## src/rtl/bpo_pkg.sv

```systemverilog
// Package for the box pair overlap block: default coordinate and ratio
// fraction widths used as parameter defaults. No dependencies.
`default_nettype none
package bpo_pkg;
  localparam int unsigned CoordBitsDef = 16;
  localparam int unsigned FracBitsDef  = 16;
endpackage
`default_nettype wire

```

## src/rtl/bpo_back.sv

```systemverilog
// Back part: an entry register and a pipelined restoring divider, one
// quotient bit per stage. Uses bpo_pkg.
`default_nettype none
module bpo_back #(
  parameter int unsigned CoordBits = bpo_pkg::CoordBitsDef,
  parameter int unsigned FracBits  = bpo_pkg::FracBitsDef
) (
  input  wire logic                clk,
  input  wire logic                rst,
  input  wire logic                in_valid,
  output logic                     in_ready,
  input  wire logic [3:0]          in_flags,
  input  wire logic                in_zero,
  input  wire logic [2*CoordBits-1:0] in_inter,
  input  wire logic [2*CoordBits:0]   in_union,
  output logic                     out_valid,
  input  wire logic                out_ready,
  output logic [3:0]               out_flags,
  output logic [FracBits:0]        out_ratio
);
  import bpo_pkg::*;
  localparam int unsigned UW = 2 * CoordBits + 1;
  localparam int unsigned NS = FracBits + 1;

  logic              v   [NS+1];
  logic [3:0]        fl  [NS+1];
  logic [UW:0]       rem [NS+1];
  logic [UW-1:0]     den [NS+1];
  logic [FracBits:0] q   [NS+1];
  logic              adv [NS+1];

  // Each stage moves when it is empty or the next one moves; bubbles fill even while the tail waits.
  always_comb begin
    adv[NS] = !v[NS] || out_ready;
    for (int k = NS - 1; k >= 0; k--) adv[k] = !v[k] || adv[k+1];
  end
  assign in_ready = adv[0];

  // Entry: degenerate zero union becomes a degenerate result.
  logic zu;
  assign zu = !in_zero && (in_union == '0);
  always_ff @(posedge clk) begin
    if (rst) v[0] <= 1'b0;
    else if (adv[0]) v[0] <= in_valid;
    if (adv[0]) begin
      fl[0]  <= {in_flags[3:1], in_flags[0] | zu};
      rem[0] <= (in_zero || zu) ? '0 : (UW+1)'(in_inter);
      den[0] <= in_union;
      q[0]   <= '0;
    end
  end

  // One quotient bit per stage; first stage tests without a shift.
  for (genvar k = 0; k < NS; k++) begin : g_div
    logic [UW:0] sh;
    logic        ge;
    assign sh = (k == 0) ? rem[k] : {rem[k][UW-1:0], 1'b0};
    assign ge = (den[k] != '0) && (sh >= {1'b0, den[k]});
    always_ff @(posedge clk) begin
      if (rst) v[k+1] <= 1'b0;
      else if (adv[k+1]) v[k+1] <= v[k];
      if (adv[k+1]) begin
        fl[k+1]  <= fl[k];
        den[k+1] <= den[k];
        rem[k+1] <= ge ? sh - {1'b0, den[k]} : sh;
        q[k+1]   <= {q[k][FracBits-1:0], ge};
      end
    end
  end

  assign out_valid = v[NS];
  assign out_flags = fl[NS];
  assign out_ratio = q[NS];
endmodule
`default_nettype wire

```

## config.mk

```make
export PLATFORM = sky130hd
export DESIGN_NAME = bpo_back
export DESIGN_NICKNAME = d
export VERILOG_FILES = /design/src/rtl/bpo_pkg.sv /design/src/rtl/bpo_back.sv
export SDC_FILE = /design/constraint.sdc
export NUM_CORES = 2
export LEC_CHECK = 0
export ABC_AREA = 1
export BUFFER_PORTS_ARGS = -buffer_cell sky130_fd_sc_hd__buf_2
export CAP_MARGIN = 20
export CORE_ASPECT_RATIO = 0.75
export CORE_UTILIZATION = 40
export CTS_CLUSTER_SIZE = 30
export DETAILED_ROUTE_END_ITERATION = 10
export HOLD_SLACK_MARGIN = 0.05
export SYNTH_ARGS = -nofsm -noshare
export SYNTH_HDL_FRONTEND = slang
export SYNTH_SLANG_ARGS = --single-unit
```

## constraint.sdc

```tcl
create_clock -name clk -period 33.9 [get_ports clk]
set_input_delay 5.085 -clock clk [delete_from_list [all_inputs] [get_ports clk]]
set_output_delay 5.085 -clock clk [all_outputs]
set_load 0.05 [all_outputs]
```

Word level (Yosys, flattened, before mapping)

Memory sizes are Yosys's and may differ from the RTL's.
Cells that the tools add are included.

Bitwise gates (word level): 19
$lt $le $gt $ge: 17
Reductions and logical operators: 74
Add/sub/neg operators: 17
Mux-type cells: 110

Operator list:

| cell                           | count |
|---|---|
| >= comparator 34 x 33 -> 1 bit | 17 |
| two-way mux 34 bit             | 17 |
| subtractor 34 x 33 -> 34 bit   | 17 |
| nonzero test 33 bit            | 17 |
| two-way mux 1 bit              | 92 |
| zero test 33 bit               | 1 |
| two-way mux 32 bit             | 1 |
| zero test 1 bit                | 19 |
| logical OR 1 bit               | 19 |
| bitwise OR 1 bit               | 19 |
| logical AND 1 bit              | 18 |

Memories: 5
Output and inout port bits: 23
Memory bits (writable): 1602
Register bits after elaboration: 0

Memory list:

| name | words | width | rd ports | clocked after memory_dff | write ports | RTL line       | RTL |
|---|---|---|---|---|---|---|---|
| rem  | 18    | 34    | 17       | 0                        | 18          | bpo_back.sv:27 | `logic [UW:0] rem [NS+1];` |
| den  | 18    | 33    | 17       | 0                        | 18          | bpo_back.sv:28 | `logic [UW-1:0] den [NS+1];` |
| q    | 18    | 17    | 18       | 0                        | 18          | bpo_back.sv:29 | `logic [FracBits:0] q [NS+1];` |
| fl   | 18    | 4     | 18       | 0                        | 18          | bpo_back.sv:26 | `logic [3:0] fl [NS+1];` |
| v    | 18    | 1     | 18       | 0                        | 18          | bpo_back.sv:25 | `logic v [NS+1];` |

Depth between registers and ports, before layout

An unclocked memory read counts as a cell.

Word-level depth: 24
Gate-level depth with buffers: 17
Mapped depth without buffers: 16

Worst setup path before layout

OpenSTA, ideal clock, no wires.

Path type: input to output
From: input out_ready
To: output in_ready
Stages on the path: 10
Arrival: 14.457 ns
Path slack: 14.358 ns
Cell sequence: inv_1 nand3_2 nor2_4 nand4_4 nor2_4 nand4_2 nor2_2 nand4_2 nor2_1 nand4_1

RTL lines:

| item            | RTL line       | RTL |
|---|---|---|
| start, declared | bpo_back.sv:17 | `input wire logic out_ready,` |
| end, declared   | bpo_back.sv:11 | `output logic in_ready,` |

==> flow_summary.ini <==
[outcome]
outcome = complete, no violations

[pwr]
power_leakage_nw = 40.2
vdd_drop_max_uv = 39.8
power_density_nw_per_um2 = 95.2

[logic_synthesis]
yosysWarnings = 0
yosysSeqAreaShare_pct = 49.0
syn_area_um2 = 83600
synth_common_cells = nand2_1 (1996), edfxtp_1 (1364), inv_1 (1332)
synth_cell_types = 52
synthArstFlopShare_pct = 0
yosysMostFrequentCell = nand2_1
synth_ff_type = edfxtp_1
synth_edf_count = 1364
synth_area_leaders = edfxtp_1 (49%), nand2_1 (9.0%), ha_1 (8.4%)
synth_top_cell_by_area = edfxtp_1
ys_ff_latch = 1364
post_synth.cell_area_avg_um2 = 9.25
synth_nets = 9684
yosysTopAreaCellShare_pct = 49.0
syn_inst = 9035

[timing]
max-slew-margin-rel_pct = 13.2
tns_ns = 0
setup_viol = 0
rsz0062_at_grt = no
fin_crit_ns = 13.43
skew_ns = 0.0422
hold_ws_ns = 0.397
tightest_slew_ns = 1.29
hold_viol_final = 0
max_freq_mhz = 74.5
post-route-period-util_pct = 39.6
final_max_slew_viol_count = 0

[clocking]
cts_max_path_buffers = 4
clkSinkCount = 1364
clk_pin_slew_ns = 0.06
cts_resized = 0
clk_latency_ns = 0.81
ctsHtreeMaxLevel = 4
cts-hold-fix-buffers = 0
numCtsBuffers = 151
cts_tree = done
cts-root-buf = clkbuf_16
post-cts-setup-buffer-count = 0

[die]
die_w_um = 530
fp.dieArea_um2 = 211000
start_util_pct = 40.5
die_height_um = 398
core_area_um2 = 206000
io_pins = 97
rows = 144

[critical_path]
cp_num_cells = 12
r2r-start = v[17]$_DFFE_PP_
r2r_slack_ns = 29.43
cp-end-kind = output pin
r2r_cells = 13
crit_slowest_cell = nand4_4
startpoint = out_ready
worst_setup_path_start_kind = input pin
rr_endpoint = den[1][29]$_DFFE_PP_
critPathRequiredTime_ns = 28.81
crit_path_frequent_cell = nand4_4
path_class = input pin to output pin
critical_path_buf_inv_count = 3
worstPathArrival_ns = 8.34
cp_max_fo = 31
cp_top_family = simple AND/OR/NAND/NOR gates
crit_chain = buf_2 -> inv_1 -> nand3_4 -> nor2_4 -> nand4_4 -> nor2_4 -> nand4_4 -> nor2_2 -> nand4_4 -> nor2_1 -> nand4_1 -> buf_2
max_stage_delay_ns = 0.53

[final_layout]
layout-drive-gt1-share_pct = 7.81
area_delta_synth_final_pct = 9.70
nets = 9850
fill_cells = 20081

[route]
routed_wl_mm = 249
dr.pass1.iters = 6
post_drt_via_cell_ratio = 5.32
drc = 0
ant_nets = 0
avgRoutedWirePerCell_um = 20.6
drt_iter0_markers = 6881
vias = 64291

[grt]
grt_start_max_net_pins = 83
track_usage_pct = 23.2
grt-ovfl-total = 0
grt_pass1_wl_mm = 372
antenna_found_initial = 10
grt_pass1_vias = 59956

[placed_design]
dp_hpwl_mm = 202
port_buffers = 96
globalplace.congestion = 0.999

[min_path]
worstHoldStart = fl[8][0]$_DFFE_PP_
hp-class = flip-flop to flip-flop
hold_end = fl[9][0]$_DFFE_PP_
hold-path-cell-count = 0

[flow_run]
cap_violations = 0
[sequential cells by signal, summed over array words and instances, names as in the netlist]
signal / cells
rem: 560
v: 18
den: 561
fl: 72
q: 153
[layout by cell type (no fill, tap or decap), types with 146 or more instances in the layout]
| cell type | netlist | layout |
|---|---|---|
| clkbuf_16 | 0 | 152 |
| ha_1 | 559 | 559 |
| nor2_1 | 646 | 646 |
| o21ai_2 | 252 | 252 |
| xnor2_1 | 212 | 212 |
| nand3_1 | 313 | 312 |
| nand2_1 | 1996 | 1991 |
| xor2_1 | 196 | 196 |
| o21ai_0 | 331 | 331 |
| a21oi_1 | 608 | 608 |
| o21ai_1 | 146 | 146 |
| inv_1 | 1332 | 1327 |
| nand4_1 | 233 | 233 |
| edfxtp_1 | 1364 | 1364 |
[how the worst max path moves through the flow]
stage,to,slack [ns]
5_1_grt,in_ready,20.12
4_1_cts,in_ready,20.34
2_1_floorplan,in_ready,14.36
6_report,in_ready,20.47
3_3_place_gp,in_ready,20.39
3_5_place_dp,in_ready,20.34
[logic make-up (layout without fill, tap and decap cells)]
family / count (synthesis) / after routing / synth area share (%)
simple gates: 3469 / 3469 / 17.7
compound gates: 1770 / 1770 / 13.0
buf+inv: 1449 / 1722 / 7.28
flops: 1364 / 1364 / 49.0
fa+ha+maj: 575 / 575 / 8.75
xor+xnor: 408 / 408 / 4.28
other cells: 0 / 12 / 0
[worst register-to-register path, cell delays in order (launching register included)]
cell	delay, ns
edfxtp_1	0.43
nand3_4	0.31
nor2_4	0.30
nand4_4	0.53
nor2_4	0.43
nand4_4	0.26
nor2_2	0.29
nand4_4	0.18
nor2_1	0.20
nand2_2	0.05
buf_4	0.37
inv_2	0.19
nand2_2	0.05
buf_4	0.35
[final cells by class]
type	instances	area [µm²]	area share [%]
Antenna cell	12	30.0	0.0328
Clock buffer	168	3860	4.22
Clock inverter	92	988	1.08
Inverter	1341	5060	5.52
Multi-Input combinational cell	6222	36600	39.9
Sequential cell	1364	41000	44.7
Tap cell	2774	3470	3.79
Timing Repair Buffer	121	703	0.767
[metrics by stage]
step,total power [mW],utilization (%),worst slack [ns],cells,area [µm²]
finish,8.73,44.4,20.47,12094,91700
global route,9.31,44.4,20.12,12092,91700
CTS,8.70,44.3,20.34,12078,91600
detailed placement,7.01,42.0,20.34,11818,86700
global placement,7.00,42.0,20.39,11818,86700
floorplan,5.85,-,14.36,9035,83600
[where the power goes]
group	switching, mW	total, mW	internal [mW]
clock network	0.687	1.65	0.962
logic	2.80	4.22	1.42
registers	0.341	2.86	2.51
[layer usage]
| layer | global-route usage [%] | vias up | wire length, µm |
|---|---|---|---|
| li1 | - | 31319 | - |
| met1 | 36.0 | 30504 | 122000 |
| met2 | 32.6 | 2213 | 100000 |
| met3 | 5.24 | 247 | 22200 |
| met4 | 4.43 | 8 | 4370 |
| met5 | 0.497 | - | 180 |
Note: power is estimated with default switching activity, not from simulation.
