`config.mk`:
```
export PLATFORM = sky130hd
export DESIGN_NAME = bpo_front
export DESIGN_NICKNAME = d
export VERILOG_FILES = /design/src/rtl/bpo_pkg.sv /design/src/rtl/bpo_front.sv
export SDC_FILE = /design/constraint.sdc
export NUM_CORES = 2
export LEC_CHECK = 0
export BUFFER_PORTS_ARGS = -buffer_cell sky130_fd_sc_hd__buf_2
export CORE_MARGIN = 1
export CORE_UTILIZATION = 50
export DETAILED_ROUTE_END_ITERATION = 12
export HOLD_SLACK_MARGIN = 0.03
export PLACE_DENSITY_LB_ADDON = 0.3
export SLEW_MARGIN = 20
export SYNTH_ARGS = -nofsm -noshare
export SYNTH_HDL_FRONTEND = slang
export SYNTH_SLANG_ARGS = --single-unit
```
`constraint.sdc`:
```
create_clock -name clk -period 8.55 [get_ports clk]
set_input_delay 0.855 -clock clk [delete_from_list [all_inputs] [get_ports clk]]
set_output_delay 0.855 -clock clk [all_outputs]
set_load 0.02 [all_outputs]
```
`src/rtl/bpo_pkg.sv`:
```
// Package for the box pair overlap block: default coordinate and ratio
// fraction widths used as parameter defaults. No dependencies.
`default_nettype none
package bpo_pkg;
  localparam int unsigned CoordBitsDef = 16;
  localparam int unsigned FracBitsDef  = 16;
endpackage
`default_nettype wire

```
`src/rtl/bpo_front.sv`:
```
// Front part: accepts a box pair, forms containment flags, the degenerate
// and empty tests, and the three areas. Uses bpo_pkg.
`default_nettype none
module bpo_front #(
  parameter int unsigned CoordBits = bpo_pkg::CoordBitsDef
) (
  input  wire logic                   clk,
  input  wire logic                   rst,
  input  wire logic                   in_valid,
  output logic                        in_ready,
  input  wire logic [CoordBits-1:0]   al, at, ar, ab, bl, bt, br, bb,
  output logic                        out_valid,
  input  wire logic                   out_ready,
  output logic                        f_a_holds_b,
  output logic                        f_b_holds_a,
  output logic                        f_partial,
  output logic                        f_degen,
  output logic                        f_zero,
  output logic [2*CoordBits-1:0]      f_inter,
  output logic [2*CoordBits:0]        f_union
);
  import bpo_pkg::*;
  localparam int unsigned AW = 2 * CoordBits;

  // Stage one: clipped extents and flags.
  logic               s1_valid, s1_ahb, s1_bha, s1_part, s1_inv, s1_empty;
  logic [CoordBits-1:0] s1_iw, s1_ih, s1_aw, s1_ah, s1_bw, s1_bh;
  logic               s2_valid;
  logic               adv1, adv2;

  assign adv2     = !s2_valid || out_ready;
  assign adv1     = !s1_valid || adv2;
  assign in_ready = adv1;

  logic [CoordBits-1:0] il, it, ir, ib;
  logic                 bina, ainb, touch;
  always_comb begin
    il = (al > bl) ? al : bl;
    it = (at > bt) ? at : bt;
    ir = (ar < br) ? ar : br;
    ib = (ab < bb) ? ab : bb;
    bina = (bl >= al) && (br <= ar) && (bt >= at) && (bb <= ab);
    ainb = (al >= bl) && (ar <= br) && (at >= bt) && (ab <= bb);
    touch = !((al > br) || (ar < bl) || (at > bb) || (ab < bt));
  end

  always_ff @(posedge clk) begin
    if (rst) begin
      s1_valid <= 1'b0;
    end else if (adv1) begin
      s1_valid <= in_valid;
    end
    if (adv1) begin
      s1_ahb  <= bina;
      s1_bha  <= ainb;
      s1_part <= !bina && !ainb && touch;
      s1_inv  <= (ar < al) || (ab < at) || (br < bl) || (bb < bt);
      s1_empty <= (ir < il) || (ib < it);
      s1_iw <= ir - il;
      s1_ih <= ib - it;
      s1_aw <= ar - al;
      s1_ah <= ab - at;
      s1_bw <= br - bl;
      s1_bh <= bb - bt;
    end
  end

  // Stage two: three area products and the union.
  logic [AW-1:0] p_i, p_a, p_b;
  logic [AW:0]   uni;
  always_comb begin
    p_i = AW'(s1_iw) * AW'(s1_ih);
    p_a = AW'(s1_aw) * AW'(s1_ah);
    p_b = AW'(s1_bw) * AW'(s1_bh);
    uni = {1'b0, p_a - p_i} + {1'b0, p_b};
  end

  logic [AW-1:0] r_a, r_b;
  always_ff @(posedge clk) begin
    if (rst) begin
      s2_valid <= 1'b0;
    end else if (adv2) begin
      s2_valid <= s1_valid;
    end
    if (adv2) begin
      f_a_holds_b <= s1_ahb;
      f_b_holds_a <= s1_bha;
      f_partial   <= s1_part;
      f_degen     <= s1_inv;
      f_zero      <= s1_inv || s1_empty;
      f_inter     <= p_i;
      r_a         <= p_a;
      r_b         <= p_b;
    end
  end

  // The union is an add after registered products.
  assign f_union = {1'b0, r_a - f_inter} + {1'b0, r_b};
  assign out_valid = s2_valid;
endmodule
`default_nettype wire

```
* After elaboration in Yosys (flattened, before gate mapping)
Cells that the tools add are included.
** Word-level totals
- Memories kept :: 0
- Bits in latches :: 0
- Memory bits (read-only) :: 0
- Flip-flop bits (word level) :: 204
- Output and inout port bits :: 72
- Memory bits (writable) :: 0
** Operators by class
- Add/subtract/negate cells :: 8
- Divide/modulo/power cells :: 0
- Mux-type cells :: 4
- Order comparisons :: 22
- Multiply operators :: 3
- Equality and inequality tests :: 0
- Shift operators :: 0
- Reduce and logical (&&, ||, !) cells :: 23
- Bitwise gates (word level) :: 0
** Operators by type and width (number)
- 16-bit < comparator :: 10
- 16-bit by 16-bit multiplier with 32-bit output :: 3
- 16-bit subtractor :: 6
- 16-bit >= comparator :: 4
- 16-bit greater-than comparator :: 4
- 16-bit less-or-equal comparator :: 4
- 16-bit 2-to-1 mux :: 4
- 32-bit by 32-bit adder with 33-bit output :: 1
- 32-bit subtractor :: 1
- 1-bit logical OR :: 10
- 1-bit logical AND :: 8
- 1-bit zero test :: 5

* Longest topological paths before layout
- Depth in word-level cells :: 7
- Depth in mapped cells :: 24
- Depth with buffers taken out :: 23

* Worst setup path after synthesis
OpenSTA, ideal clock, no wires.
- Kind :: register to register
- Start point :: reg s1_bh[1]
- End point :: reg r_b[30], data pin
- Data arrival time :: 5.830 ns
- Clock period less this slack :: 6.088 ns
- Data required time :: 8.292 ns
- Path buffers :: 2
- Cell stages (with the launch flop) :: 23
- Setup slack :: 2.462 ns
- Library setup time :: 0.258 ns
- Cells stage by stage :: edfxtp_1 clkbuf_1 nand2_1 fa_1 fa_1 fa_1 fa_1 inv_1 fa_1 inv_1 fa_1 inv_1 ha_1 clkbuf_1 nand2_1 o211ai_1 o21ai_2 a311oi_2 a221o_1 a31o_2 a221o_1 a21oi_2 xnor2_1
** On the way
- Longest elaborated chain between the ends :: 1
** Ends and longest elaborated chain
- from (decl) :: RTL line bpo_front.sv:27 : logic [CoordBits-1:0] s1_iw, s1_ih, s1_aw, s1_ah, s1_bw, s1_bh;
- from (signal assigned) :: RTL line bpo_front.sv:64 : s1_bh <= bb - bt;
- 16-bit by 16-bit multiplier with 32-bit output :: RTL line bpo_front.sv:74 : p_b = AW'(s1_bw) * AW'(s1_bh);
- via p_b[30] :: RTL line bpo_front.sv:69 : logic [AW-1:0] p_i, p_a, p_b;
- to (signal assigned) :: RTL line bpo_front.sv:93 : r_b <= p_b;
- to (decl) :: RTL line bpo_front.sv:78 : logic [AW-1:0] r_a, r_b;
The timed path passes the listed nets, and every way through them passes these cells.
A chain may end at the register's enable or synchronous reset.

* Final worst setup path
- Start point :: reg f_inter[0]
- End point :: out f_union[30]
** On the way
- Longest elaborated chain between the ends :: 2
** Ends and longest elaborated chain
- from (decl) :: RTL line bpo_front.sv:19 : output logic [2*CoordBits-1:0] f_inter,
- from (signal assigned) :: RTL line bpo_front.sv:91 : f_inter <= p_i;
- 32-bit subtractor :: RTL line bpo_front.sv:98 : assign f_union = {1'b0, r_a - f_inter} + {1'b0, r_b};
- 32-bit by 32-bit adder with 33-bit output :: RTL line bpo_front.sv:98
- to (decl) :: RTL line bpo_front.sv:20 : output logic [2*CoordBits:0] f_union
No other way between the ends.

==> metrics.txt <==
FF-to-FF path depth 21; crit path launch f_inter[0]$_DFFE_PP_; period utilization 80.3%; hold endpoint out_valid$_SDFFE_PP0P_; clk buf depth 3; share of the synthesized area in the top cell type 28.1%; Max FO, Critical Path 7; CP Capture Type output pin; #FFs+latches synth 204; final wirelength 117000 microns; die height 292 microns; Ports 204; EDFF count, synth 202; Iteration-0 DRC Markers 2326; drc violations 0; Overflow after GRT 0; Rows 106; overall routing resource usage 27.5%; cell count after synthesis 4608; vias in the first global route 32.1k; top post-synthesis cells by area fa_1 28%, ha_1 18%, edfxtp_1 14%, inv_1 7.7%, and2_1 5.4%; Core Box Area 0.0834 sq mm; Async SR Flop Fraction 0%; status complete, no violations; final net count 6047; CTS Buf Count 26; GP Congestion 0.976; Layout area overhead 6.74%; post-CTS setup buffers 0; drt via density 5.51; largest net degree at the start of global routing 73; crit start category register; Worst EP required 7700 ps; Slew @ Worst Pin 891 ps; Reg clk slew, reported paths 60 ps; Final ANT Viol Nets 0; max_cap viols 0; cts-stage hold buffer count 0; clk sinks 204; most frequent cell after synthesis inv_1; Top FF cell, synth edfxtp_1; share of post-route cells with drive strength above 1 6.24%; reg2reg end r_a[27]$_DFFE_PP_; Initial Util 50.5%; Worst slew margin 40.6%; Unique masters post-synth 71; cell taking the most area after synthesis fa_1; H-Tree Depth 1; Die ar. 0.0854 sq mm; first-pass GRT wire length 183000 microns; WS Path Type register to output pin; Tightest Hold Check Type input port to register; Hold Crit Depth 2; Routed WL per cell 20.1 microns; worst r2r src s1_aw[13]$_DFFE_PP_; cell area after synthesis 0.0421 sq mm; yosys synthesis warning count 0; f_max 146 MHz; syn_area_per_cell 9.14 sq um; initial antenna violation count 0; R2R Setup Slk 1950 ps; CTS tree done; # setup viols final 0; number of buffers added on ports 203; Clk Latency, worst-skew pair 600 ps; top post-synthesis cells by count 866 x inv_1, 597 x ha_1, 590 x fa_1, 528 x nand2_1, 366 x and2_1; 1st-pass router iterations 5; width of the chip 292 microns; Syn Nets 5927; via count 32.1k; min cycle time layout 6870 ps; Final Hold Fails 0; critical path arrival 6010 ps; register area share after synthesis 14.5%; setup_tns 0 ps; fin. max-slew vios 0; min-delay src rst; post-DP HPWL 96000 microns; post-CTS sizing 0; unrepaired setup endpoints after global routing false; clock root cell clkbuf_16; Filler Cells Inserted 7577; clock skew 47.5 ps
## flip-flops by register name, indices dropped and copies added, names as in the netlist
register and flops:
f_partial 1, s1_ih 16, s1_inv 1, f_zero 1, f_degen 1, r_a 32
f_inter 32, r_b 32, f_b_holds_a 1, s1_iw 16, s1_empty 1, f_a_holds_b 1
s1_bh 16, s1_bha 1, s1_ahb 1, out_valid 1, s1_part 1, s1_bw 16
s1_aw 16, s1_ah 16, s1_valid 1
## cells in the final DEF (no fill, tap or decap), types with 14 or more instances in the layout
cell         n
nand2b_1    17
fa_1       590
o21ai_0    133
clkbuf_16   26
o21bai_1    20
a211oi_1    24
nor3_1      36
xnor2_1    163
nor2_1     137
a21boi_0    14
and3_1      18
inv_1      865
a31oi_1     17
nand2_1    527
nand4_1     42
a21o_1     115
xor2_1      53
nor2b_1     41
a21oi_1    228
edfxtp_1   202
and2_1     366
or3_1       18
mux2i_1     16
mux2_2      15
nand3_1     41
ha_1       597
buf_2      203
o211ai_1    18
o21a_1      47
## cells by family (layout without fill, tap and decap cells)
logic type               count (synthesis)  after routing  share of synthesized area, %
other                                    0              1                             0
AND/OR/NAND/NOR                       1273           1273                          14.8
multiplexers                            31             31                         0.782
AO/OA/AOI/OAI                          710            710                          10.8
flip-flops                             204            204                          14.5
XOR/XNOR                               216            216                          4.49
buffers and inverters                  987           1124                          8.81
adder cells (fa/ha/maj)               1187           1187                          45.8
## layer usage
layer | global-route usage [%] | up-vias | wire (microns)
li1 | - | 15200 | -
met1 | 39.8 | 15500 | 52500
met2 | 41.3 | 1339 | 49400
met3 | 5.41 | 158 | 10800
met4 | 8.88 | 0 | 4290
met5 | 0 | - | 0
## area by class of cell
type / instances / area, sq um / share of cell area, %
antenna: 1 / 2.50 / 0.00557
inverter: 866 / 3250 / 7.24
sequential: 204 / 6110 / 13.6
timing repair buffer: 213 / 1090 / 2.43
clock buffer: 29 / 662 / 1.47
multi-input combinational: 3417 / 32300 / 71.9
clock inverter: 16 / 170 / 0.379
tap: 1080 / 1350 / 3.01
## per-stage QoR
step           cells  hold WS (ps)  util [%]  setup WS [ps]  area (sq um)
6_report        5826           416      53.9           1680         44900
5_1_grt         5825           421      53.9           1400         44900
4_1_cts         5825           394      53.9           1730         44900
3_5_place_dp    5780           405      52.9           1960         44100
3_3_place_gp    5780           404      52.9           2090         44100
2_1_floorplan   4608           400         -           2460         42100
## worst max-delay path by stage
stage,endpoint
floorplan,r_b[30]$_DFFE_PP_
global placement,f_inter[29]$_DFFE_PP_
detailed placement,f_inter[29]$_DFFE_PP_
CTS,f_union[30]
global route,f_union[30]
finish,f_union[30]
## critical path, stage by stage (launching register included)
cell	delay (ps)
edfxtp_1	460
ha_1	220
inv_1	60
fa_1	430
a211o_1	360
a21boi_0	260
o21ai_0	160
nand3_1	160
a21oi_1	90
a2111oi_2	500
o21a_1	290
xnor2_1	240
ha_1	400
a21o_1	190
a21oi_1	160
o2111ai_1	130
o21ai_1	320
o21ai_0	250
a21o_1	230
a21oi_1	170
xnor2_1	130
buf_2	180
Power is not shown: default switching activity piles up to over one toggle a cycle in this logic, so the estimate is an artifact.
