**src/rtl/bpo_pkg.sv**
```systemverilog
// Package for the box pair overlap block: default coordinate and ratio
// fraction widths used as parameter defaults. No dependencies.
`default_nettype none
package bpo_pkg;
  localparam int unsigned CoordBitsDef = 16;
  localparam int unsigned FracBitsDef  = 16;
endpackage
`default_nettype wire

```
**src/rtl/bpo_queue.sv**
```systemverilog
// Two-entry queue that decouples front and back; carries one packed
// classified pair per beat. Uses bpo_pkg.
`default_nettype none
module bpo_queue #(
  parameter int unsigned W = 8
) (
  input  wire logic         clk,
  input  wire logic         rst,
  input  wire logic         in_valid,
  output logic              in_ready,
  input  wire logic [W-1:0] in_data,
  output logic              out_valid,
  input  wire logic         out_ready,
  output logic [W-1:0]      out_data
);
  import bpo_pkg::*;
  logic [W-1:0] mem [2];
  logic         wp, rp;
  logic [1:0]   cnt;
  logic         wr, rd;

  assign in_ready  = cnt != 2'd2;
  assign out_valid = cnt != 2'd0;
  assign out_data  = mem[rp];
  assign wr = in_valid && in_ready;
  assign rd = out_valid && out_ready;

  // Pointer and fill count update.
  always_ff @(posedge clk) begin
    if (rst) begin
      wp <= 1'b0;
      rp <= 1'b0;
      cnt <= 2'd0;
    end else begin
      if (wr) wp <= !wp;
      if (rd) rp <= !rp;
      cnt <= cnt + {1'b0, wr} - {1'b0, rd};
    end
    if (wr) mem[wp] <= in_data;
  end
endmodule
`default_nettype wire

```
**config.mk**
```make
export PLATFORM = sky130hd
export DESIGN_NAME = bpo_queue
export DESIGN_NICKNAME = d
export VERILOG_FILES = /design/src/rtl/bpo_pkg.sv /design/src/rtl/bpo_queue.sv
export SDC_FILE = /design/constraint.sdc
export NUM_CORES = 1
export LEC_CHECK = 0
export ABC_AREA = 1
export BUFFER_PORTS_ARGS = -buffer_cell sky130_fd_sc_hd__clkbuf_2
export CORE_ASPECT_RATIO = 0.8
export CORE_UTILIZATION = 35
export CTS_CLUSTER_SIZE = 30
export DETAILED_ROUTE_END_ITERATION = 8
export GPL_TIMING_DRIVEN = 0
export SYNTH_ARGS = -nofsm -noshare
export SYNTH_HDL_FRONTEND = slang
export SYNTH_SLANG_ARGS = --single-unit
```
**constraint.sdc**
```tcl
create_clock -name clk -period 2.5 [get_ports clk]
set_input_delay 0.375 -clock clk [delete_from_list [all_inputs] [get_ports clk]]
set_output_delay 0.375 -clock clk [all_outputs]
set_load 0.01 [all_outputs]
```
Word level (Yosys, flattened, before mapping):

Memories as Yosys holds them, arrays and structs flattened. A register that Yosys moved wholly into a read port is not among the register bits.
Cells that the tools add are included.

* flip-flop bits (word level): 4
* memory bits (writable): 16
* input bits: 12
* output and inout bits: 10
* logic and storage cells: 16
* memories: 1

Memories
* mem: depth 2, bits a word 8, read ports 1, clocked after Yosys merged registers in 1, write ports 1, RTL line bpo_queue.sv:17 `logic [W-1:0] mem [2];`

* add/subtract/negate cells: 2
* eq/ne operators: 1
* mux-type cells: 4
* reductions and logical operators: 5

Operators with widths (number)
* 1-bit two-way mux: 4
* 2-bit by 1-bit adder with 2-bit output: 1
* 1-bit logical AND: 2
* 1-bit logical NOT: 2
* 2-bit inequality test, second input constant: 1
* 2-bit nonzero test: 1
* 2-bit by 1-bit subtractor with 2-bit output: 1

Depth between registers and ports, before layout:

Gate-level depths: netlist of the first run.

* depth in word-level cells: 4
* mapped depth: 11
* gate-level depth less buffers: 11

Worst setup path after synthesis of the first run:

No wires, ideal clock.

* path kind: register to register
* start point: register cnt[0]
* end point: memory mem[0][0], enable pin
* library setup time: 0.370 ns
* arrival: 0.961 ns
* required time: 2.130 ns
* path slack: 1.168 ns
* stages on the path, launching flop included: 5
* buffers on the path: 0
* clock period less this slack: 1.332 ns
* cell sequence: dfxtp_1 inv_1 nand2_2 nand2_4 nor2_1

* longest elaborated chain between the ends: 4

Ends and longest elaborated chain
* from (decl): RTL line bpo_queue.sv:19 `logic [1:0] cnt;`
* from (signal assigned): RTL line bpo_queue.sv:37 `cnt <= cnt + {1'b0, wr} - {1'b0, rd};`
* 2-bit inequality test: RTL line bpo_queue.sv:22 `assign in_ready = cnt != 2'd2;`
* net in_ready: RTL line bpo_queue.sv:10 `output logic in_ready,`
* 1-bit logical AND: RTL line bpo_queue.sv:25 `assign wr = in_valid && in_ready;`
* 1-bit two-way mux: RTL line bpo_queue.sv:39 `if (wr) mem[wp] <= in_data;`
* 1-bit two-way mux (implied by the code): RTL line bpo_queue.sv:39
* to (decl): RTL line bpo_queue.sv:17

The timed path passes the listed nets, and every way through them passes these cells.

==> flow_metrics.tcl, run 1 <==
set metrics [dict create \
    status "finished with violations" \
    violations "design-rule violations" \
    grt_overflow 0 \
    hp-class "input pin to register" \
    core_area_sq_um 2215 \
    arrival_ns 1.32 \
    grt_pass1_wl_um 1828 \
    die_w_um 56.72 \
    clk_pin_slew_ns 0.12 \
    crit_path_start_kind "register" \
    port_buffers 21 \
    ys_ff_latch 21 \
    multi_input_area_sq_um 222.7 \
    hp-start "in_data[7]" \
    insertion_delay_ns 0.30 \
    postRouteAntennaNets 0 \
    fp.dieArea_sq_um 2596 \
    slew_viol_final 0 \
    swShare 0.3264 \
    syn2layout_area_growth_pct 19.55 \
    pwr-share-clk 0.164 \
    p_leak_nw 0.4174 \
    cts_hold_buf 0 \
    drive_gt1_frac 0.4651 \
    routed_via_density 4.279 \
    syn_avg_cell_area_sq_um 13.74 \
    pwr-share-seq 0.492 \
    peakVddDrop_uv 359.0 \
    routedWlPerCell_um 10.53 \
    drc 4 \
    tightest_slew_ns 0.6949 \
    first_pass_iters 6 \
    initial_core_util 0.3785 \
    grt_max_degree 13 \
    p_int_w 0.0006532 \
    period_minus_slack_ns 1.695 \
    vias 475 \
    drt-total-wl_um 1169 \
    io_pins 22 \
    r2r-start "cnt[0]" \
    cp_max_fo 8 \
    die_h_um 45.78 \
    syn_nets 74 \
    crit_type "register to primary output" \
    p_per_area_nw_per_um2 967.6 \
    post-route-period-util 0.6779 \
    place_congestion 0.7757 \
    cts.path.max_buffers 2 \
    fp-row-count 15 \
    post_cts_resized 0 \
    antenna_found_initial 0 \
    fill_cells 218 \
    maxCapViolCount 0 \
    register_area_sq_um 580.6 \
    rsz0062_at_grt "false" \
    grt_pass1_vias 435 \
    tns_ns 0 \
    syn_area_sq_um 838.3 \
    diodes 0 \
    ys_warn_count 0 \
    h-tree-depth 1 \
    max-slew-margin-rel 0.5350 \
    track_usage 0.1015 \
    numCtsBuffers 3 \
    nNetsFinal 100 \
    skew_ns 0.009934 \
    cp-end-kind "primary output" \
    fin_util 0.4525 \
    synth_cells 61 \
    post_cts_buffers 0 \
    ys_seq_area_frac 0.6925 \
    cts_tree "built" \
    p_comb_frac 0.345 \
    drt_iter0_markers 14 \
    hold_viol 0 \
    p_switching_w 0.0003166 \
    required_ns 2.12 \
    clock-sinks 21 \
    finalSetupViolCount 0 \
    cts_root_buf "clkbuf_4" \
    synth_cell_types 16 \
    max_freq_mhz 590.1 \
]
[sequential cells by signal (all words and copies together), names as in the netlist, named ones only]
name,flops
cnt,2
mem,16
rp,1
wp,1
[stage by stage]
step           area (sq um)  instances  power [W]  hold WS, ns  setup WS (ns)
2_1_floorplan         838.3         61  0.0007232       0.4447          1.169
3_3_place_gp          974.7        107  0.0008188       0.4814         0.9469
3_5_place_dp          974.7        107  0.0008259       0.5045         0.9543
4_1_cts                1002        111  0.0009841       0.2467         0.7837
5_1_grt                1002        111   0.001041       0.2268         0.7257
6_report               1002        111  0.0009698       0.2542         0.8053
[layout make-up]
cell class	count	share of cell area
buffer	1	0.004994
clock buffer	3	0.02247
clock inverter	1	0.004994
inverter	8	0.02996
multi-input combinational	31	0.2222
sequential	21	0.5793
tap	25	0.03121
timing repair buffer	21	0.1049
[layout by cell type, fill, tap and decap left out, drive strengths merged]
cell and n:
clkbuf 24, edfxtp 16, nor2 9, inv 8, mux2 8, nand2 8, dfxtp 5, a21oi 2
buf 1, xnor2 1, nor3 1, nand3 1, ha 1, clkinv 1
[power by group through the flow]
stage	clock network (W)	logic, W	registers, W
2_1_floorplan	0	0.000243	0.000480
3_3_place_gp	0	0.000335	0.000484
3_5_place_dp	0	0.000339	0.000487
4_1_cts	0.000164	0.000341	0.000478
5_1_grt	0.000186	0.000371	0.000485
6_report	0.000159	0.000334	0.000477
[path summary, 6_finish.rpt]
| check | cells after the start | slack (ns) | endpoint |
|---|---|---|---|
| worst max-delay path | 3 | 0.81 | out_data[2] |
| worst min register to register | 2 | 0.51 | register |
| worst max register to register | 4 | 1.00 | mem[0][0] |
| worst min-delay path | 1 | 0.25 | mem[1][7] |
[cell usage after synthesis]
master	number	area [sq um]
edfxtp_1	16	480.5
inv_1	8	30.03
mux2_2	8	90.09
nand2_1	6	22.52
nor2_1	6	22.52
dfxtp_1	5	100.1
a21oi_1	2	10.01
nor2_2	2	12.51
buf_2	1	5.000
ha_1	1	12.51
nand2_2	1	6.260
nand2_4	1	11.26
nand3_1	1	5.000
nor2_4	1	11.26
nor3_2	1	10.01
xnor2_1	1	8.760
[critical path: stages (launching register included)]
cell      delay [ns]
dfxtp_1         0.32
buf_2           0.21
mux2_2          0.36
clkbuf_2        0.13
[kinds of logic after synthesis]
group	synth area share
adder cells (fa/ha/maj)	0.01492
AO/OA/AOI/OAI	0.01194
buffers and inverters	0.04179
AND/OR/NAND/NOR	0.1209
multiplexers	0.1075
XOR/XNOR	0.01045
flip-flops	0.6925
[layer usage]
metal,GRT usage,share of wire
met4,0.03000,0
met1,0.1063,0.48
met3,0.06534,0.061
met2,0.1714,0.46
met5,0,0
Note: power is estimated with default switching activity, not from simulation.
==> inputs of run 2 (changes only) <==
clock period = 1.4 ns   (was 2.5 ns; I/O delays follow)
==> run 2 against run 1 <==
  * The flow finishes with violations (design-rule violations, negative setup slack)
  * Via count grew 1.1%
  * Register-to-register slack got worse by 0.97 ns
  * Count of clock-buffer cells in the layout did not move
  * First-iteration DRC count increased by 14%
  * Clock power grew 77%
  * Global-route usage is the same
  * Critical path type unchanged
  * Critical endpoint is now out_data[3]
  * Largest power group unchanged
==> flow_metrics.tcl, run 2 (same netlist as run 1, synthesis figures left out) <==
set metrics [dict create \
    status "finished with violations" \
    violations "design-rule violations, negative setup slack" \
    r2r_cells 10 \
    max-slew-margin-rel 0.6808 \
    stdcell_area_sq_um 1099 \
    clock-sinks 21 \
    dp_slack_ns -0.1457 \
    peakVddDrop_uv 659.5 \
    slew_viol_final 0 \
    reg_top3 "mem x16, cnt x2" \
    cts_root_buf "clkbuf_4" \
    initial_core_util 0.3785 \
    dpl-instance-area_sq_um 974.7 \
    cp_cell_sequence "buf_8 -> mux2_4 -> buf_6" \
    p_per_area_nw_per_um2 1742 \
    maxCapViolCount 0 \
    track_usage 0.1015 \
    largest_register_ffs 16 \
    drc 4 \
    drt_iter0_markers 16 \
    postRouteAntennaNets 0 \
    first_pass_iters 6 \
    cp-endpoint "out_data[3]" \
    cp-end-kind "primary output" \
    cp_slowest_cell "dfxtp_2" \
    drt-total-wl_um 1222 \
    routedWlPerCell_um 11.01 \
    period_minus_slack_ns 1.435 \
    grt_overflow 0 \
    diodes 0 \
    hp-class "input pin to register" \
    crit_path_start_kind "register" \
    h-tree-depth 1 \
    slowest_delay_ns 0.35 \
    max_freq_mhz 696.8 \
    fin_ws_ns -0.03513 \
    nNetsFinal 100 \
    routed_via_density 4.324 \
    p_leak_nw 0.4639 \
    grt_pass1_vias 435 \
    drive_gt1_frac 0.5116 \
    power_w 0.001914 \
    io_pins 22 \
    arrival_ns 1.23 \
    r2r-end "cnt[1]" \
    post-route-period-util 1.025 \
    skew_ns 0.005702 \
    cts_hold_buf 0 \
    fp.dieArea_sq_um 2596 \
    required_ns 1.19 \
    numCtsBuffers 3 \
    core_area_sq_um 2215 \
    syn2layout_area_growth_pct 31.04 \
    post_cts_buffers 0 \
    grt_pass1_wl_um 1828 \
    hold_viol 0 \
    port_buffers 21 \
    insertion_delay_ns 0.30 \
    crit_type "register to primary output" \
    die_h_um 45.78 \
    vias 480 \
    finalSetupViolCount 8 \
    die_w_um 56.72 \
    antenna_found_initial 0 \
    rsz0062_at_grt "true" \
    grt_max_degree 13 \
    cp_max_fo 8 \
    r2r-start "cnt[0]" \
    cts.path.max_buffers 2 \
    tns_ns -0.2274 \
    clk_pin_slew_ns 0.11 \
    final_cell_mix "edfxtp_1 (16), clkbuf_2 (13), inv_1 (8), mux2_4 (8), buf_6 (8)" \
    tightest_slew_ns 0.4783 \
    final_common_cell "edfxtp_1" \
    regMostFlops "mem" \
    fp-row-count 15 \
    place_congestion 0.7757 \
    cts_tree "built" \
    r2r_setup_slack_ns 0.03 \
]
run 2: repair_timing:
| item | 4_1_cts | 5_1_grt |
|---|---|---|
| pin swaps | 0 | 0 |
| gates cloned | 0 | 0 |
| endpoints found under the setup margin | 17 | 17 |
| endpoints found under the hold margin | 0 | 0 |
| gates resized for setup | 5 | 26 |
run 2: worst min-delay path by stage:
stage                            to  cells after the start        from
final                     mem[0][3]                      1  in_data[3]
after global routing      mem[0][3]                      1  in_data[3]
after CTS                 mem[0][3]                      1  in_data[3]
after detailed placement  mem[0][3]                      1  in_data[3]
after global placement    mem[0][3]                      1  in_data[3]
after floorplan                  wp                      1         rst
run 2: per-layer routing:
| metal | GRT usage | part of all wire | vias up |
|---|---|---|---|
| li1 | - | - | 256 |
| met1 | 0.1063 | 0.45 | 212 |
| met2 | 0.1714 | 0.49 | 12 |
| met3 | 0.06534 | 0.060 | 0 |
| met4 | 0.03000 | 0 | 0 |
| met5 | 0 | 0 | - |
run 2: area by class of cell:
type / instances / area (sq um)
clock inverters: 1 / 5.005
multi-input cells: 31 / 255.2
fillers: 203 / 1116
plain buffers: 1 / 15.01
clock buffers: 3 / 22.52
repair buffers: 21 / 155.1
flip-flops and latches: 21 / 584.3
inverters: 8 / 30.03
well taps: 25 / 31.28
run 2: critical path, delay by kind of cell, from the launching register on:
| kind | cells | cell delay, ns |
|---|---|---|
| buffers and inverters | 2 | 0.26 |
| muxes | 1 | 0.31 |
| DFF | 1 | 0.35 |
run 2: power breakdown:
part           internal [W]  total [W]  leakage (nW)  switching, W
Combinational      0.000398   0.000766         0.254      0.000367
Sequential         0.000810   0.000867         0.192     0.0000567
Clock              0.000106   0.000282        0.0177      0.000175
Total               0.00131    0.00191         0.464      0.000599
run 2: through the flow:
step | hold slack [ns] | std cells | utilization
3_3_place_gp | 0.3997 | 107 | 0.4401
3_5_place_dp | 0.4035 | 107 | 0.4401
5_1_grt | 0.06130 | 111 | 0.4960
4_1_cts | 0.08174 | 111 | 0.4576
6_report | 0.09112 | 111 | 0.4960
2_1_floorplan | 0.2797 | 61 | -
